<file path="src/design/bbsf_pkg.sv">
// ----------------------------------------------------------------------------
// bbsf_pkg
// Types, constants and helpers shared by the bounded byte stream FIFO.
// ----------------------------------------------------------------------------
`default_nettype none

package bbsf_pkg;

   localparam int DEPTH     = 1024;
   localparam int PTR_W     = (DEPTH > 1) ? $clog2(DEPTH) : 1;
   localparam int CNT_W     = 11;
   localparam int SUM_W     = ((PTR_W > CNT_W) ? PTR_W : CNT_W) + 1;
   localparam int TOT_W     = 64;
   localparam int REQ_DATA_W = 24;
   localparam int RSP_DATA_W = 168;

   localparam logic [CNT_W-1:0] CAP_RESET = CNT_W'(1024);

   typedef enum logic [1:0] {
      OP_PUSH  = 2'd0,
      OP_POP   = 2'd1,
      OP_CLOSE = 2'd2
   } op_type;

   typedef enum logic {
      ST_IDLE = 1'b0,
      ST_READ = 1'b1
   } state_type;

   typedef struct packed {
      logic             wr_en;
      logic [PTR_W-1:0] wr_addr;
      logic [7:0]       wr_data;
      logic [PTR_W-1:0] rd_addr;
   } store_req_type;

   // ring advance by n, n never above DEPTH
   function automatic logic [PTR_W-1:0] advance(input logic [PTR_W-1:0] ptr,
                                                input logic [CNT_W-1:0] n);
      logic [SUM_W-1:0] s;
      s = SUM_W'(ptr) + SUM_W'(n);
      if (s >= SUM_W'(DEPTH)) begin
         s = s - SUM_W'(DEPTH);
      end
      return PTR_W'(s);
   endfunction

endpackage

`default_nettype wire

</file>
<file path="src/design/bbsf_ctrl.sv">
// ----------------------------------------------------------------------------
// bbsf_ctrl
// Pointers, counts and flags; issues store accesses and builds each result.
// ----------------------------------------------------------------------------
`default_nettype none

module bbsf_ctrl (
   input  wire logic                                  clock,
   input  wire logic                                  reset,
   input  wire logic                                  req_tvalid,
   output logic                                       req_tready,
   input  wire logic [bbsf_pkg::REQ_DATA_W-1:0]       req_tdata,
   input  wire logic [1:0]                            req_tuser,
   output logic                                       rsp_tvalid,
   input  wire logic                                  rsp_tready,
   output logic [bbsf_pkg::RSP_DATA_W-1:0]            rsp_tdata,
   input  wire logic                                  csr_wr_en,
   input  wire logic [bbsf_pkg::CNT_W-1:0]            csr_wr_data,
   output bbsf_pkg::store_req_type                    store_req,
   input  wire logic [7:0]                            rd_data
);

   bbsf_pkg::state_type state_ff, state_in;

   logic [bbsf_pkg::PTR_W-1:0] rp_ff, rp_in;
   logic [bbsf_pkg::PTR_W-1:0] wp_ff, wp_in;
   logic [bbsf_pkg::CNT_W-1:0] fill_ff, fill_in;
   logic [bbsf_pkg::TOT_W-1:0] popped_ff, popped_in;
   logic                       closed_ff, closed_in;
   logic [bbsf_pkg::CNT_W-1:0] cap_ff, cap_in;
   logic                       acc_ff, acc_in;
   logic                       fwd_ff, fwd_in;
   logic [7:0]                 fwd_data_ff, fwd_data_in;
   logic                       rsp_valid_ff, rsp_valid_in;
   logic [bbsf_pkg::RSP_DATA_W-1:0] rsp_data_ff, rsp_data_in;

   logic                       req_fire;
   logic                       load_rsp;
   logic [bbsf_pkg::CNT_W-1:0] cap_eff;
   logic [bbsf_pkg::CNT_W-1:0] pop_n;
   logic [bbsf_pkg::CNT_W-1:0] room;
   logic [7:0]                 front;
   logic [bbsf_pkg::TOT_W-1:0] pushed_total;
   logic [7:0]                 data_byte;
   logic [bbsf_pkg::CNT_W-1:0] pop_length;

   assign data_byte  = req_tdata[7:0];
   assign pop_length = req_tdata[18:8];
   assign req_fire   = req_tvalid & req_tready;

   assign cap_eff = (32'(cap_ff) > 32'(bbsf_pkg::DEPTH)) ?
                    bbsf_pkg::CNT_W'(bbsf_pkg::DEPTH) : cap_ff;

   // next state
   always_comb begin
      state_in = state_ff;
      unique case (state_ff)
         bbsf_pkg::ST_IDLE: begin
            if (req_fire) begin
               state_in = bbsf_pkg::ST_READ;
            end
         end
         bbsf_pkg::ST_READ: begin
            state_in = bbsf_pkg::ST_IDLE;
         end
         default: state_in = bbsf_pkg::ST_IDLE;
      endcase
   end

   // state outputs
   always_comb begin
      req_tready = 1'b0;
      load_rsp   = 1'b0;
      unique case (state_ff)
         bbsf_pkg::ST_IDLE: req_tready = ~rsp_valid_ff | rsp_tready;
         bbsf_pkg::ST_READ: load_rsp   = 1'b1;
         default: begin
            req_tready = 1'b0;
            load_rsp   = 1'b0;
         end
      endcase
   end

   // operation update
   always_comb begin
      rp_in       = rp_ff;
      wp_in       = wp_ff;
      fill_in     = fill_ff;
      popped_in   = popped_ff;
      closed_in   = closed_ff;
      acc_in      = acc_ff;
      fwd_in      = fwd_ff;
      fwd_data_in = fwd_data_ff;
      pop_n       = (pop_length > fill_ff) ? fill_ff : pop_length;
      store_req.wr_en   = 1'b0;
      store_req.wr_addr = wp_ff;
      store_req.wr_data = data_byte;
      if (req_fire) begin
         acc_in      = 1'b0;
         fwd_in      = 1'b0;
         fwd_data_in = data_byte;
         case (bbsf_pkg::op_type'(req_tuser))
            bbsf_pkg::OP_PUSH: begin
               if (fill_ff < cap_eff) begin
                  store_req.wr_en = 1'b1;
                  wp_in   = bbsf_pkg::advance(wp_ff, bbsf_pkg::CNT_W'(1));
                  fill_in = fill_ff + bbsf_pkg::CNT_W'(1);
                  acc_in  = 1'b1;
                  fwd_in  = (fill_ff == '0);
               end
            end
            bbsf_pkg::OP_POP: begin
               rp_in     = bbsf_pkg::advance(rp_ff, pop_n);
               fill_in   = fill_ff - pop_n;
               popped_in = popped_ff + bbsf_pkg::TOT_W'(pop_n);
            end
            bbsf_pkg::OP_CLOSE: closed_in = 1'b1;
            default: ;
         endcase
      end
      if (csr_wr_en) begin
         cap_in = csr_wr_data;
      end else begin
         cap_in = cap_ff;
      end
      store_req.rd_addr = rp_in;
   end

   // result assembly
   always_comb begin
      room         = (cap_eff > fill_ff) ? (cap_eff - fill_ff) : '0;
      front        = (fill_ff == '0) ? 8'd0 : (fwd_ff ? fwd_data_ff : rd_data);
      pushed_total = popped_ff + bbsf_pkg::TOT_W'(fill_ff);
      rsp_data_in  = rsp_data_ff;
      rsp_valid_in = rsp_valid_ff & ~rsp_tready;
      if (load_rsp) begin
         rsp_valid_in = 1'b1;
         rsp_data_in  = {6'd0,
                         closed_ff & (fill_ff == '0),
                         closed_ff,
                         popped_ff,
                         pushed_total,
                         room,
                         fill_ff,
                         front,
                         (fill_ff != '0),
                         acc_ff};
      end
   end

   always_ff @(posedge clock) begin
      if (reset) begin
         state_ff     <= bbsf_pkg::ST_IDLE;
         rp_ff        <= '0;
         wp_ff        <= '0;
         fill_ff      <= '0;
         popped_ff    <= '0;
         closed_ff    <= 1'b0;
         cap_ff       <= bbsf_pkg::CAP_RESET;
         rsp_valid_ff <= 1'b0;
      end else begin
         state_ff     <= state_in;
         rp_ff        <= rp_in;
         wp_ff        <= wp_in;
         fill_ff      <= fill_in;
         popped_ff    <= popped_in;
         closed_ff    <= closed_in;
         cap_ff       <= cap_in;
         rsp_valid_ff <= rsp_valid_in;
      end
   end

   always_ff @(posedge clock) begin
      acc_ff      <= acc_in;
      fwd_ff      <= fwd_in;
      fwd_data_ff <= fwd_data_in;
      rsp_data_ff <= rsp_data_in;
   end

   assign rsp_tvalid = rsp_valid_ff;
   assign rsp_tdata  = rsp_data_ff;

endmodule

`default_nettype wire

</file>
<file path="config.mk">
export PLATFORM = sky130hd
export DESIGN_NAME = bbsf_ctrl
export DESIGN_NICKNAME = d
export VERILOG_FILES = /design/src/design/bbsf_pkg.sv /design/src/design/bbsf_ctrl.sv
export SDC_FILE = /design/constraint.sdc
export NUM_CORES = 1
export LEC_CHECK = 0
export BUFFER_PORTS_ARGS = -buffer_cell sky130_fd_sc_hd__buf_2
export CORE_MARGIN = 8
export CORE_UTILIZATION = 30
export CTS_CLUSTER_SIZE = 25
export DETAILED_ROUTE_END_ITERATION = 12
export HOLD_SLACK_MARGIN = 0.1
export PLACE_DENSITY_LB_ADDON = 0.3
export SYNTH_ARGS = -nofsm -noshare
export SYNTH_HDL_FRONTEND = slang
export SYNTH_SLANG_ARGS = --single-unit
</file>
<file path="constraint.sdc">
create_clock -name clock -period 7.4 [get_ports clock]
set_input_delay 0.37 -clock clock [delete_from_list [all_inputs] [get_ports clock]]
set_output_delay 0.37 -clock clock [all_outputs]
set_load 0.01 [all_outputs]
</file>
After elaboration in Yosys (flattened, before gate mapping)
Index checks and enable logic that the tools add are counted.
{ "classes": {"add_sub_neg": 9, "multipliers": 0, "div": 0, "n_lt_le_gt_ge": 6, "eq_ne": 3, "shifts": 0, "mux": 17, "n_bitwise": 7, "reduce_logical": 9} }
{ "op_table": {"columns": ["cell", "count"], "rows": [
  ["$add A64 B11 Y64", 2],
  ["$mux W10", 4],
  ["$mux W11", 3],
  ["$gt A11 B11 Y1", 2],
  ["$pmux W11 S2", 1],
  ["$sub A11 B11 Y11", 2],
  ["$sub A10 B1 Y10 const B", 2],
  ["$add A10 B11 Y12", 1],
  ["$ge A12 B11 Y1 const B", 1],
  ["$add A10 B1 Y11 const B", 1],
  ["$add A11 B1 Y11 const B", 1],
  ["$ge A11 B11 Y1 const B", 1],
  ["$gt A11 B11 Y1 const B", 1],
  ["$logic_not A11 Y1", 1],
  ["$lt A11 B11 Y1", 1],
  ["$reduce_bool A11 Y1", 1],
  ["$mux W8", 1],
  ["$mux W1", 7],
  ["$reduce_and A2 Y1", 3],
  ["$reduce_and A3 Y1", 2],
  ["$and A1 B1 Y1", 3],
  ["$not A1 Y1", 3],
  ["$eq A2 B1 Y1 const B", 1],
  ["$eq A2 B2 Y1 const B", 1],
  ["5 further kinds", 5]
]} }
{ "word_totals": {"reg_bits": 281, "latch_bits": 0, "ramBits": 0, "rom_bits": 0, "output_inout_bits": 199, "wordCells": 65, "mem_count": 0} }

Longest topological paths before layout
Gate-level depths: netlist (run 1).
{ "logic_depth": {"word_depth": 7, "mapped_depth": 19, "ltp_nobuf": 19} }

Worst setup path before layout (run 1)
OpenSTA, ideal clock, no wires.
{ "synth_timing": {"kind": "register -> register", "from": "reg state_ff", "to": "reg popped_ff[37] (netlist bit)", "setup_ps": 128, "arrival_ps": 5678, "required_ps": 7272, "setup_slack_ps": 1595, "path_stages_with_launch": 9, "n_path_buf": 1, "cell_sequence": "dfxtp_1 -> inv_1 -> nand4_1 -> nor2_1 -> a21oi_1 -> clkbuf_1 -> nor3_1 -> xnor2_1 -> nor2_1"} }
{ "synth_between": {"elab_chain_cells": 3} }
{ "synth_lines": {"columns": ["item", "line", "rtl"], "rows": [
  ["start, declared", "bbsf_ctrl.sv:23", "bbsf_pkg::state_type state_ff, state_in;"],
  ["start signal, assigned", "bbsf_ctrl.sv:153", "state_ff <= bbsf_pkg::ST_IDLE;"],
  ["start signal, assigned", "bbsf_ctrl.sv:162", "state_ff <= state_in;"],
  ["$mux W1", "bbsf_ctrl.sv:74", "unique case (state_ff)"],
  ["$and A1 B1 Y1", "bbsf_ctrl.sv:49", "assign req_fire = req_tvalid & req_tready;"],
  ["$reduce_and A2 Y1 (no line)", null, null],
  ["end signal, assigned", "bbsf_ctrl.sv:166", "popped_ff <= popped_in;"],
  ["end, declared", "bbsf_ctrl.sv:28", "logic [bbsf_pkg::TOT_W-1:0] popped_ff, popped_in;"]
]} }
Every way passes these cells.
A chain may end at the register's enable or synchronous reset.

==> results of run 1 <==
## layout make-up
cell class / instances / area, um^2 / share of cell area, %
multi-input cells: 928 / 6140 / 36.1
clock inverters: 24 / 275 / 1.62
clock buffers: 38 / 876 / 5.15
repair buffers: 267 / 1460 / 8.59
diodes: 4 / 10.0 / 0.0588
inverters: 40 / 150 / 0.882
well taps: 607 / 759 / 4.46
flip-flops and latches: 281 / 7350 / 43.2
## flip-flops by register name (all words and copies together), names as in the netlist
register     flops
rsp_tdata      162
popped_ff       64
cap_ff          11
fill_ff         11
rp_ff           10
wp_ff           10
fwd_data_ff      8
acc_ff           1
closed_ff        1
fwd_ff           1
rsp_tvalid       1
state_ff         1
## through the flow
stage / hold slack, ns / cells
final: 0.167 / 2189
after CTS: 0.124 / 2185
after global routing: 0.154 / 2187
after floorplan: 0.400 / 1311
after global placement: 0.409 / 2104
after detailed placement: 0.415 / 2104
## metal layers
| layer | share of wire, % | track usage, % | vias to the layer above |
|---|---|---|---|
| li1 | - | - | 5164 |
| met1 | 41 | 17.4 | 4959 |
| met2 | 50 | 25.0 | 238 |
| met3 | 6.2 | 3.95 | 66 |
| met4 | 2.4 | 4.08 | 4 |
| met5 | 0.068 | 0 | - |
## worst max-delay path, cell delays in order, from the launching register on
cell      delay (ns)
dfxtp_1         0.56
inv_1           0.18
ha_1            0.34
nand4_1         0.13
a211oi_1        0.30
a211oi_2        0.14
nor2_1          0.58
mux2_2          0.47
ha_1            0.31
a211oi_1        0.30
o21ai_0         0.21
a31o_2          0.28
a21o_1          0.19
a21o_1          0.15
a21oi_1         0.35
xor2_1          0.21
buf_2           0.16
## logic make-up (layout without fill, tap and decap cells)
| family | count (synthesis) | after routing | share of synthesized area (%) |
|---|---|---|---|
| and+or+nand+nor | 490 | 490 | 17.5 |
| DFF | 281 | 281 | 52.8 |
| AOI/OAI and AO/OA | 182 | 182 | 8.11 |
| xor gates and xnor gates | 142 | 142 | 8.94 |
| buffers and inverters | 102 | 369 | 3.22 |
| adders and majority gates | 69 | 69 | 6.48 |
| muxes | 39 | 39 | 2.92 |
| other | 1 | 10 | 0.0270 |
## power groups by stage
stage          Clock (W)  Combinational (W)  Sequential, W
2_1_floorplan          0           0.000203        0.00183
3_3_place_gp           0           0.000363        0.00180
5_1_grt          0.00185           0.000415        0.00177
6_report         0.00172           0.000370        0.00177
3_5_place_dp           0           0.000367        0.00180
4_1_cts          0.00178           0.000377        0.00177
## worst max path at each step
stage	from	endpoint	slack, ns	depth (start not counted)
CTS	fill_ff[9]$_SDFFE_PP0P_	store_req[9]	1.55	16
floorplan	state_ff$_SDFF_PP0_	popped_ff[37]$_SDFFE_PP0P_	1.59	8
detailed placement	fill_ff[9]$_SDFFE_PP0P_	popped_ff[34]$_SDFFE_PP0P_	1.66	18
finish	fill_ff[9]$_SDFFE_PP0P_	store_req[9]	1.64	16
global route	fill_ff[9]$_SDFFE_PP0P_	popped_ff[54]$_SDFFE_PP0P_	1.15	18
global placement	fill_ff[8]$_SDFFE_PP0P_	popped_ff[54]$_SDFFE_PP0P_	1.81	17
## cells in the final DEF, fill, tap and decap left out, drive strengths merged, types with 6 or more instances in the layout
cell type / synthesis / layout
nor3: 45 / 45
nand4: 30 / 30
dlygate4sd3: 0 / 19
a21o: 13 / 13
or3: 13 / 13
nand2b: 12 / 12
nor2: 156 / 156
xnor2: 86 / 86
and2: 13 / 13
ha: 64 / 64
a211oi: 14 / 14
clkbuf: 35 / 38
nand3: 32 / 32
edfxtp: 172 / 172
xor2: 56 / 56
mux2: 12 / 12
conb: 1 / 6
nor4: 16 / 16
and3: 19 / 19
dfxtp: 109 / 109
buf: 27 / 248
a21oi: 56 / 56
o21ai: 55 / 55
nor2b: 27 / 27
o211ai: 8 / 8
nand2: 93 / 93
o21a: 9 / 9
or2: 6 / 6
and4: 10 / 10
nor3b: 7 / 7
inv: 40 / 44
mux2i: 27 / 27
clkinv: 0 / 13
## what timing repair did
action	CTS	global route
hold buffers	19	0
setup buffers	0	0
hold endpoints to repair	19	0
==> impl_metrics.env, run 1 <==
export IMPL_status="finished, final reports clean"
export IMPL_r2r_start="fill_ff[9]$_SDFFE_PP0P_"
export IMPL_pre_cts_slack_ns=1.66
export IMPL_synth_avg_cell_area_um2=10.6
export IMPL_netlist_area_mm2=0.0139
export IMPL_fmax_mhz=174
export IMPL_hp_start="rd_data[2]"
export IMPL_clock_latency_ns=0.53
export IMPL_die_area_mm2=0.0535
export IMPL_ff2ff_path_depth=18
export IMPL_finalClockSkew_ns=0.0203
export IMPL_hp_class="input port to register"
export IMPL_reg2reg_to="popped_ff[54]$_SDFFE_PP0P_"
export IMPL_cts_sinks=281
export IMPL_final_max_slew_viol_count=0
export IMPL_placed_area_mm2=0.0157
export IMPL_boundaryPins=249
export IMPL_grt_antenna_before_repair=6
export IMPL_p_leak_nw=6.53
export IMPL_setup_viol=0
export IMPL_die_h_um=231
export IMPL_cell_internal_pwr_w=0.00291
export IMPL_worst_slack_ns=1.64
export IMPL_wl_per_cell_um=18.1
export IMPL_crit_type="register to primary output"
export IMPL_rsz0062_at_grt="no"
export IMPL_switching_share_pct=24.4
export IMPL_p_sw_w=0.000941
export IMPL_whs_path_depth=3
export IMPL_r2r_slack_ns=1.75
export IMPL_ir_drop_v=0.000171
export IMPL_synth_seq_cells=281
export IMPL_seq_area_frac_synth_pct=52.8
export IMPL_grt_pass1_vias=10500
export IMPL_total_power_w=0.00386
export IMPL_htreeDepth=2
export IMPL_worstPathArrival_ns=5.39
export IMPL_ctsResizeCount=0
export IMPL_drc=0
export IMPL_synth_top_flop_cell="edfxtp_1"
export IMPL_clkTransAtPathRegs_ns=0.06
export IMPL_drtIter0Drc=634
export IMPL_start_kind="register"
export IMPL_synth_edf_count=172
export IMPL_design_area_mm2=0.0170
export IMPL_synth_top_area_share_pct=37.1
export IMPL_fin_setup_tns_ns=0
export IMPL_core_area_mm2=0.0462
export IMPL_initial_core_util_pct=30.1
export IMPL_vias_per_cell=4.77
export IMPL_yosysMostFrequentCell="edfxtp_1"
export IMPL_drv_cap=0
export IMPL_globalRouteTotalUtil_pct=14.4
export IMPL_grt_pass1_wl_um=61100
export IMPL_cts_tree="yes"
export IMPL_ys_top_cells_by_area="edfxtp_1, dfxtp_1, ha_1"
export IMPL_combPwrFrac_pct=9.6
export IMPL_hpwl_um=28800
export IMPL_ys_warn_count=0
export IMPL_netlist_cell_type_count=56
export IMPL_cts_buffers=34
export IMPL_synth_top_area_cell="edfxtp_1"
export IMPL_min_to="rsp_tdata[4]$_SDFFCE_PP0P_"
export IMPL_n_fill_cell=4573
export IMPL_tightestPinTransition_ns=1.30
export IMPL_fin_crit_ns=5.76
export IMPL_async_flop_share_pct=0
export IMPL_critPathRequiredTime_ns=7.03
export IMPL_p_seq_share_pct=45.8
export IMPL_rows=79
export IMPL_clockRootBuffer="clkbuf_16"
export IMPL_finalCritPeriodShare_pct=77.8
export IMPL_synthTopCellsByCount="edfxtp_1, nor2_1, dfxtp_1"
export IMPL_routed_wl_um=39600
export IMPL_cts_buffer_depth=3
export IMPL_gp_congestion=0.873
export IMPL_syn_inst=1306
export IMPL_final_antenna_net_count=0
export IMPL_worstSetupEndpointType="primary output"
export IMPL_syn2layout_area_growth_pct=22.4
export IMPL_io_buffers=237
export IMPL_firstDrtPassIters=5
export IMPL_layout_nets=1671
export IMPL_grt_max_degree=78
export IMPL_worstPathMaxFanout=10
export IMPL_slew_headroom_pct=12.8
export IMPL_hold_violations=0
export IMPL_clock_power_share_pct=44.6
export IMPL_grt_overflow=0
export IMPL_post_route_util_pct=36.9
export IMPL_powerDensity_mw_per_mm2=226
export IMPL_drive_gt1_share_pct=21.0
export IMPL_vias=10400
export IMPL_die_width_um=231
No activity file was read; power rests on OpenSTA's default activity.
==> run 2: changes to the inputs <==
clock period = 5.1 ns   (was 7.4 ns; I/O delays follow)
==> impl_metrics.env, run 2 (synthesis gave the netlist of run 1 again) <==
export IMPL_final_common_cell="buf_2"
export IMPL_largest_register_ffs=162
export IMPL_final_cell_mix="buf_2, edfxtp_1, nor2_1"
export IMPL_clock_latency_ns=0.54
export IMPL_combPwrFrac_pct=9.9
export IMPL_final_max_slew_viol_count=0
export IMPL_die_area_mm2=0.0535
export IMPL_powerDensity_mw_per_mm2=333
export IMPL_worstPathArrival_ns=4.55
export IMPL_drtIter0Drc=570
export IMPL_routed_wl_um=39600
export IMPL_rows=79
export IMPL_final_antenna_net_count=0
export IMPL_io_buffers=237
export IMPL_fmax_mhz=208
export IMPL_hold_violations=0
export IMPL_crit_chain="inv_1 -> ha_1 -> nand4_1 -> a211oi_2 -> a211oi_4 -> nor2_2 -> buf_4 -> mux2_2 -> ha_1 -> nor4_1 -> o21ai_0 -> a31o_2 -> a21o_1 -> a21o_1 -> a21oi_2 -> xor2_1 -> buf_2"
export IMPL_cts_setup_buffers=0
export IMPL_cts_sinks=281
export IMPL_placedCellCount=2118
export IMPL_crit_slowest_cell="mux2_2"
export IMPL_grt_pass1_wl_um=60800
export IMPL_ir_drop_v=0.000208
export IMPL_finalClockSkew_ns=0.0260
export IMPL_grt_pass1_vias=10600
export IMPL_fin_crit_ns=4.80
export IMPL_clockRootBuffer="clkbuf_16"
export IMPL_critPathRequiredTime_ns=4.85
export IMPL_cell_internal_pwr_w=0.00435
export IMPL_multiInputGateArea_mm2=0.00616
export IMPL_start_kind="register"
export IMPL_gp_congestion=0.882
export IMPL_layout_nets=1696
export IMPL_critPathMaxStageDelay_ns=0.38
export IMPL_hpwl_um=29000
export IMPL_cts_buffers=35
export IMPL_boundaryPins=249
export IMPL_p_leak_nw=6.67
export IMPL_setup_viol=0
export IMPL_status="finished, final reports clean"
export IMPL_crit_buf_inv=3
export IMPL_drive_gt1_share_pct=22.0
export IMPL_drc=0
export IMPL_wl_per_cell_um=17.9
export IMPL_grt_overflow=0
export IMPL_htreeDepth=2
export IMPL_hp_class="input port to register"
export IMPL_seq_area_mm2=0.00735
export IMPL_die_h_um=231
export IMPL_crit_type="register to primary output"
export IMPL_initial_core_util_pct=30.1
export IMPL_firstDrtPassIters=5
export IMPL_grt_antenna_before_repair=2
export IMPL_die_width_um=231
export IMPL_cts_buffer_depth=3
export IMPL_core_area_mm2=0.0462
export IMPL_grt_max_degree=76
export IMPL_slew_headroom_pct=29.1
export IMPL_vias_per_cell=4.78
export IMPL_vias=10600
export IMPL_switching_share_pct=24.6
export IMPL_worstSetupEndpointType="primary output"
export IMPL_drv_cap=0
export IMPL_syn2layout_area_growth_pct=24.6
export IMPL_p_seq_share_pct=44.3
export IMPL_p_sw_w=0.00142
export IMPL_cts_tree="yes"
export IMPL_finalNonFillerCells=2212
export IMPL_total_power_w=0.00577
export IMPL_tightestPinTransition_ns=1.06
export IMPL_worstPathMaxFanout=7
export IMPL_post_route_util_pct=37.5
export IMPL_globalRouteTotalUtil_pct=14.3
export IMPL_finalCritPeriodShare_pct=94.2
export IMPL_clkTransAtPathRegs_ns=0.06
export IMPL_cp_top_family="compound AO/OA/AOI/OAI gates"
export IMPL_clock_power_share_pct=45.8
export IMPL_fin_setup_tns_ns=0
export IMPL_n_fill_cell=4560
export IMPL_rsz0062_at_grt="no"
==> run 2: changes by cell type in the layout (fill, tap and decap cells not counted), sizes merged <==
cell         change
inv              +2
clkinv           -6
clkinvlp         +4
bufinv           +1
diode            -3
clkbuf           +1
buf             +14
dlygate4sd3     +10
==> run 2: worst register-to-register path, delay by kind of cell, from the launching register on <==
| family | cells | cell delay [ns] |
|---|---|---|
| AO/OA/AOI/OAI | 9 | 2.00 |
| adder cells (fa/ha/maj) | 3 | 0.90 |
| buffers and inverters | 3 | 0.36 |
| flip-flops | 1 | 0.32 |
| AND/OR/NAND/NOR | 3 | 0.74 |
==> run 2: area by class of cell <==
cell class / instances / share of cell area, %
Antenna cell: 1 / 0.0144
Clock buffer: 39 / 5.26
Clock inverter: 25 / 1.81
Inverter: 40 / 0.867
Multi-Input combinational cell: 928 / 35.5
Sequential cell: 281 / 42.4
Tap cell: 607 / 4.38
Timing Repair Buffer: 291 / 9.69
==> run 2: metal layers <==
| layer | GRT usage (%) | part of all wire, % | vias up |
|---|---|---|---|
| met5 | 0 | 0.035 | - |
| met4 | 4.95 | 2.8 | 2 |
| met3 | 3.81 | 6.1 | 65 |
| li1 | - | - | 5193 |
| met2 | 24.7 | 50 | 270 |
| met1 | 17.1 | 41 | 5034 |
==> run 2: path summary, 6_finish.rpt <==
check                           from                          to  slack (ns)  depth (start not counted)
max          fill_ff[9]$_SDFFE_PP0P_                store_req[9]        0.30                         17
min                       rsp_tready       rsp_tvalid$_SDFF_PP0_        0.17                          4
min reg2reg         acc_ff$_DFFE_PP_      rsp_tdata[0]$_DFFE_PP_        0.43                          0
max reg2reg  fill_ff[8]$_SDFFE_PP0P_  popped_ff[38]$_SDFFE_PP0P_        0.71                         18
==> run 2: timing repair <==
action / in CTS / in global routing
endpoints found under the hold margin: 43 / 0
pin swaps: 0 / 1
setup endpoints to repair: 1 / 3
hold buffers: 29 / 0
resized for setup: 1 / 4
==> run 2: per-stage QoR <==
step	hold slack [ns]	area [um^2]	setup WS, ns
after CTS	0.122	17300	0.123
after global placement	0.410	15800	0.521
after global routing	0.170	17300	0.0241
final	0.172	17300	0.298
after detailed placement	0.426	15800	0.466
after floorplan	0.354	13900	0.899
==> run 2: power groups by stage <==
stage / Clock, W / Combinational, W / Sequential, W
detailed placement: 0 / 0.000555 / 0.00260
finish: 0.00264 / 0.000571 / 0.00255
global route: 0.00282 / 0.000632 / 0.00256
floorplan: 0 / 0.000294 / 0.00265
global placement: 0 / 0.000547 / 0.00260
CTS: 0.00274 / 0.000576 / 0.00255
